<file path="config.mk">
export PLATFORM = sky130hd
export DESIGN_NAME = ihm_front
export DESIGN_NICKNAME = d
export VERILOG_FILES = /design/src/rtl/core/ihm_pkg.sv /design/src/rtl/core/ihm_front.sv
export SDC_FILE = /design/constraint.sdc
export NUM_CORES = 1
export LEC_CHECK = 0
export ABC_AREA = 0
export BUFFER_PORTS_ARGS = -buffer_cell sky130_fd_sc_hd__buf_2
export CAP_MARGIN = 0
export CORE_MARGIN = 3
export CORE_UTILIZATION = 39
export CTS_CLUSTER_SIZE = 30
export DETAILED_ROUTE_END_ITERATION = 8
export SLEW_MARGIN = 20
export SYNTH_ARGS = -nofsm -noshare
export SYNTH_HDL_FRONTEND = slang
export SYNTH_SLANG_ARGS = --single-unit
</file>
<file path="constraint.sdc">
create_clock -name clock -period 8.5 [get_ports clock]
set_input_delay 0.425 -clock clock [delete_from_list [all_inputs] [get_ports clock]]
set_output_delay 0.425 -clock clock [all_outputs]
set_load 0.05 [all_outputs]
</file>
<file path="src/rtl/core/ihm_pkg.sv">
// ----------------------------------------------------------------------------
// ihm_pkg
// Shared types and constants of the insertion-ordered hash map unit.
// ----------------------------------------------------------------------------
`default_nettype none

package ihm_pkg;

   localparam int CAPACITY = 64;
   localparam int POS_W    = $clog2(CAPACITY);
   localparam int CNT_W    = POS_W + 1;
   localparam int KEY_W    = 64;
   localparam int HASH_W   = 32;
   localparam int VAL_W    = 64;
   localparam int SPOS_W   = 7;
   localparam int REQ_W    = 168;
   localparam int RSP_W    = 136;

   typedef enum logic [1:0] {
      KIND_GET  = 2'd0,
      KIND_SET  = 2'd1,
      KIND_DEL  = 2'd2,
      KIND_NEXT = 2'd3
   } kind_type;

   typedef struct packed {
      kind_type             kind;
      logic [KEY_W-1:0]     key;
      logic [POS_W-1:0]     bucket;
      logic [VAL_W-1:0]     value;
      logic [SPOS_W-1:0]    start;
   } item_type;

   typedef struct packed {
      logic valid;
   } queue_ctl_type;

   typedef enum logic [3:0] {
      ST_IDLE,
      ST_HEAD,
      ST_CHAIN,
      ST_IT_SCAN,
      ST_IT_READ,
      ST_CP_SCAN,
      ST_CP_HEAD,
      ST_CP_WRITE,
      ST_AP_WAIT,
      ST_RESP
   } state_type;

endpackage

`default_nettype wire

</file>
<file path="src/rtl/core/ihm_front.sv">
// ----------------------------------------------------------------------------
// ihm_front
// Accepts request words, extracts the bucket and queues items for the back.
// ----------------------------------------------------------------------------
`default_nettype none

module ihm_front (
   input  wire logic                       clock,
   input  wire logic                       reset,
   input  wire logic                       req_tvalid,
   output logic                            req_tready,
   input  wire logic [ihm_pkg::REQ_W-1:0]  req_tdata,
   input  wire logic [1:0]                 req_tuser,
   output ihm_pkg::item_type               q_item,
   input  wire logic                       q_pop,
   output logic                            q_valid
);

   ihm_pkg::item_type entry_ff [2];
   logic              wr_ptr_ff, wr_ptr_in;
   logic              rd_ptr_ff, rd_ptr_in;
   logic [1:0]        cnt_ff, cnt_in;
   ihm_pkg::item_type new_item;
   logic              push;

   // Classify the incoming word
   always_comb begin
      new_item.kind   = ihm_pkg::kind_type'(req_tuser);
      new_item.key    = req_tdata[63:0];
      new_item.bucket = req_tdata[64 +: ihm_pkg::POS_W];
      new_item.value  = req_tdata[159:96];
      new_item.start  = req_tdata[166:160];
   end

   assign req_tready = (cnt_ff != 2'd2);
   assign push       = req_tvalid && req_tready;
   assign q_valid    = (cnt_ff != 2'd0);
   assign q_item     = entry_ff[rd_ptr_ff];

   // Advance pointers and count
   always_comb begin
      wr_ptr_in = wr_ptr_ff ^ push;
      rd_ptr_in = rd_ptr_ff ^ (q_pop && q_valid);
      cnt_in    = cnt_ff + {1'b0, push} - {1'b0, q_pop && q_valid};
   end

   always_ff @(posedge clock) begin
      if (reset) begin
         wr_ptr_ff <= 1'b0;
         rd_ptr_ff <= 1'b0;
         cnt_ff    <= 2'd0;
      end else begin
         wr_ptr_ff <= wr_ptr_in;
         rd_ptr_ff <= rd_ptr_in;
         cnt_ff    <= cnt_in;
      end
   end

   // Hold queued items
   always_ff @(posedge clock) begin
      if (push) begin
         entry_ff[wr_ptr_ff] <= new_item;
      end
   end

endmodule

`default_nettype wire

</file>
==> impl_metrics.py <==
metrics = {
    "synthesis": {
        "yosys.area.top_type": "edfxtp_1",
        "postSynthAreaPerCell_sq_um": 22.85,
        "synthMuxAreaShare_pct": 17.12,
        "synth_nets": 648,
        "ys_warn_count": 0,
        "synthesis.area_sq_um": 10790,
        "ys_types": 20,
        "yosys.area.top_type_share_pct": 79.62,
        "post_synth_xor_area_fraction_pct": 0.08120,
        "ys_seq_area_share_pct": 80.36,
        "netlist_instances": 472,
        "synth-compound-area-share_pct": 0.3364,
        "ys_ff_latch": 290,
        "synth_fa_ha_area_share_pct": 0.2320,
        "synthSimpleGateAreaFrac_pct": 0.6264,
        "yosys-top-cells-area": "edfxtp_1, mux2_2, mux2_4, buf_6, dfxtp_1",
        "synth_top_family_by_area": "multiplexers",
    },
    "sta": {
        "relSlewSlack_pct": 29.37,
        "period_needed_ps": 3138,
        "worst_pin_slew_ps": 1059,
        "max_freq_mhz": 318.7,
        "hold_viol": 0,
        "fin_crit_sh_pct": 36.92,
        "setup_tns_ps": 0,
        "rsz0062_at_grt": "no",
        "maxSlewViolCount": 0,
        "hold_ws_ps": 75.80,
        "setup_viol": 0,
        "skew_ps": 9.391,
    },
    "critical_path": {
        "start_kind": "flip-flop",
        "startpoint": "rd_ptr_ff",
        "cp-end-kind": "primary output",
        "rr_endpoint": "entry_ff[0][136]",
        "critical_path.max_fanout": 57,
        "required_ps": 8080,
        "crit_type": "reg2out",
        "r2r-start": "cnt_ff[0]",
        "r2r_slack_ps": 5400,
        "setup.worst_path.end": "q_item[34]",
        "worst_ep_arrival_time_ps": 2710,
        "ff2ff_path_depth": 5,
    },
    "clock_tree": {
        "cts_root_buf": "clkbuf_16",
        "cts_buffers": 30,
        "path_clk_slew_ps": 60,
        "htreeDepth": 1,
        "ctsResizeCount": 0,
        "clock_latency_ps": 530,
        "post_cts_buffers": 0,
        "hold_buffers": 0,
        "cts_buffer_depth": 3,
        "cts.sinks": 290,
        "cts_tree": "built",
    },
    "drt": {
        "route.vias.total": 5430,
        "wl_met2_um": 9897,
        "wire_per_inst_um": 17.52,
        "antenna_left": 0,
        "viasPerCell": 4.602,
        "top_layer": "met5",
        "dr_wl_met3_um": 2084,
        "drcViolationCount": 0,
        "drt_iter0_drc": 260,
        "wl_um": 20680,
        "drtPass1Iterations": 4,
        "routedLengthMet1_um": 8044,
    },
    "finish": {
        "final_cells": 1180,
        "multi_input_area_sq_um": 2002,
        "utilization_pct": 50.50,
        "regArea_sq_um": 8672,
        "drive_gt1_share_pct": 60.92,
        "areaGrowthSynthToFinish_pct": 26.88,
        "fillers": 2220,
        "finalNetCount": 960,
    },
    "job": {
        "drv_cap": 0,
    },
    "place": {
        "dpl.hpwl_um": 13900,
        "portBuffers": 291,
        "place.gp.congestion": 0.7550,
        "placed_cells": 1124,
    },
    "floorplan": {
        "die_h_um": 172.3,
        "num_rows": 60,
        "io_pins": 319,
        "core_sq_um": 27100,
        "die-width_um": 172.3,
        "start_util_pct": 39.80,
        "die_area_sq_um": 29690,
    },
    "global_route": {
        "grt_max_degree": 78,
        "grt_pass1_vias": 5607,
        "grt_pass1_wl_um": 30060,
        "grt-ovfl-total": 0,
        "antenna_found_initial": 4,
        "grtUsageTotal_pct": 12.88,
    },
    "pwr": {
        "power_frac_clock_pct": 29.7,
        "p_total_mw": 4.565,
        "swShare_pct": 33.87,
        "power.net_switching_mw": 1.546,
        "ir_worst_vdd_uv": 222.0,
        "p_leak_nw": 5.183,
        "p_comb_share_pct": 30.2,
        "power.internal_mw": 3.019,
        "pwr-share-seq_pct": 40.1,
        "power.density_nw_per_um2": 333.5,
    },
    "worst_hold_path": {
        "hp-class": "in2reg",
    },
    "status": {
        "status": "complete, no violations",
    },
}
[worst max-delay path, cell delays in order, from the launching register on]
cell and delay (ps):
dfxtp_4 650, buf_4 860, mux2_2 410, buf_2 210
[cell usage after synthesis]
library cell,count
buf_6,8
xor2_1,1
or2_2,1
a211oi_1,1
nor2_1,5
edfxtp_1,286
nand3_1,1
a32oi_1,1
dfxtp_1,4
and2_1,1
a21bo_1,1
nor2b_1,3
ha_1,2
mux2_2,84
buf_2,8
and3_1,1
inv_1,1
nand2b_1,1
mux2_4,60
o21ai_0,2
[layout make-up]
| class | count | area share (%) |
|---|---|---|
| Sequential cell | 290 | 63.37 |
| Inverter | 1 | 0.02743 |
| Clock inverter | 21 | 1.902 |
| Clock buffer | 33 | 5.723 |
| Antenna cell | 2 | 0.03657 |
| Timing Repair Buffer | 296 | 10.92 |
| Multi-Input combinational cell | 165 | 14.63 |
| Tap cell | 372 | 3.401 |
[stage by stage]
step | cell area, sq um | setup WS (ps)
after global placement | 12640 | 5449
after global routing | 13680 | 5186
after detailed placement | 12640 | 5359
after CTS | 13680 | 5270
final | 13690 | 5362
after floorplan | 10790 | 3565
[power by group through the flow]
stage / registers (mW) / clock network (mW) / logic [mW]
after CTS: 1.83 / 1.40 / 1.40
final: 1.83 / 1.36 / 1.38
after global routing: 1.84 / 1.46 / 1.45
after global placement: 1.85 / 0 / 1.38
after detailed placement: 1.86 / 0 / 1.40
after floorplan: 1.85 / 0 / 1.14
[worst min-delay path by stage]
stage / depth (start not counted) / slack [ps] / from / endpoint
after floorplan: 1 / 490 / reset / wr_ptr_ff
after global placement: 3 / 600 / wr_ptr_ff / wr_ptr_ff
after detailed placement: 3 / 590 / wr_ptr_ff / wr_ptr_ff
after CTS: 1 / 30 / req_tdata[119] / entry_ff[1][30]
after global routing: 1 / 40 / req_tdata[54] / entry_ff[1][131]
final: 1 / 80 / req_tdata[5] / entry_ff[0][82]
[cell families (layout without fill, tap and decap cells)]
kind of cell    Yosys count  in the layout
buf+inv                  17            351
mux                     144            144
simple gates             13             13
xor+xnor                  1              1
other cells               0              2
fa+ha+maj                 2              2
flops                   290            290
compound gates            5              5
[state kept, by name (all words and copies together), names as in the netlist]
signal and cells:
wr_ptr_ff 1, entry_ff 286, rd_ptr_ff 1, cnt_ff 2
[routing by layer]
layer	GRT usage, %	vias to the layer above
met4	4.373	6
met1	15.29	2636
met5	0	-
met2	21.82	230
li1	-	2511
met3	4.710	47
[cell usage in the layout, fill, tap and decap left out]
| master | instances |
|---|---|
| dfxtp_1 | 3 |
| nand3_1 | 1 |
| ha_4 | 1 |
| mux2_4 | 60 |
| diode_2 | 2 |
| and2_1 | 1 |
| a21bo_1 | 1 |
| clkinv_4 | 1 |
| or2_2 | 1 |
| ha_1 | 1 |
| bufinv_16 | 6 |
| xor2_1 | 1 |
| buf_2 | 291 |
| nand2b_1 | 1 |
| inv_1 | 1 |
| buf_4 | 5 |
| edfxtp_1 | 286 |
| a32oi_1 | 1 |
| o21ai_0 | 2 |
| nor2_1 | 5 |
| clkinv_1 | 5 |
| a211oi_1 | 1 |
| mux2_2 | 84 |
| clkinvlp_4 | 3 |
| dfxtp_4 | 1 |
| clkinv_2 | 6 |
| nor2b_1 | 3 |
| and3_4 | 1 |
| clkbuf_16 | 31 |
| clkbuf_1 | 2 |
Power figures use the tool's default switching activity.
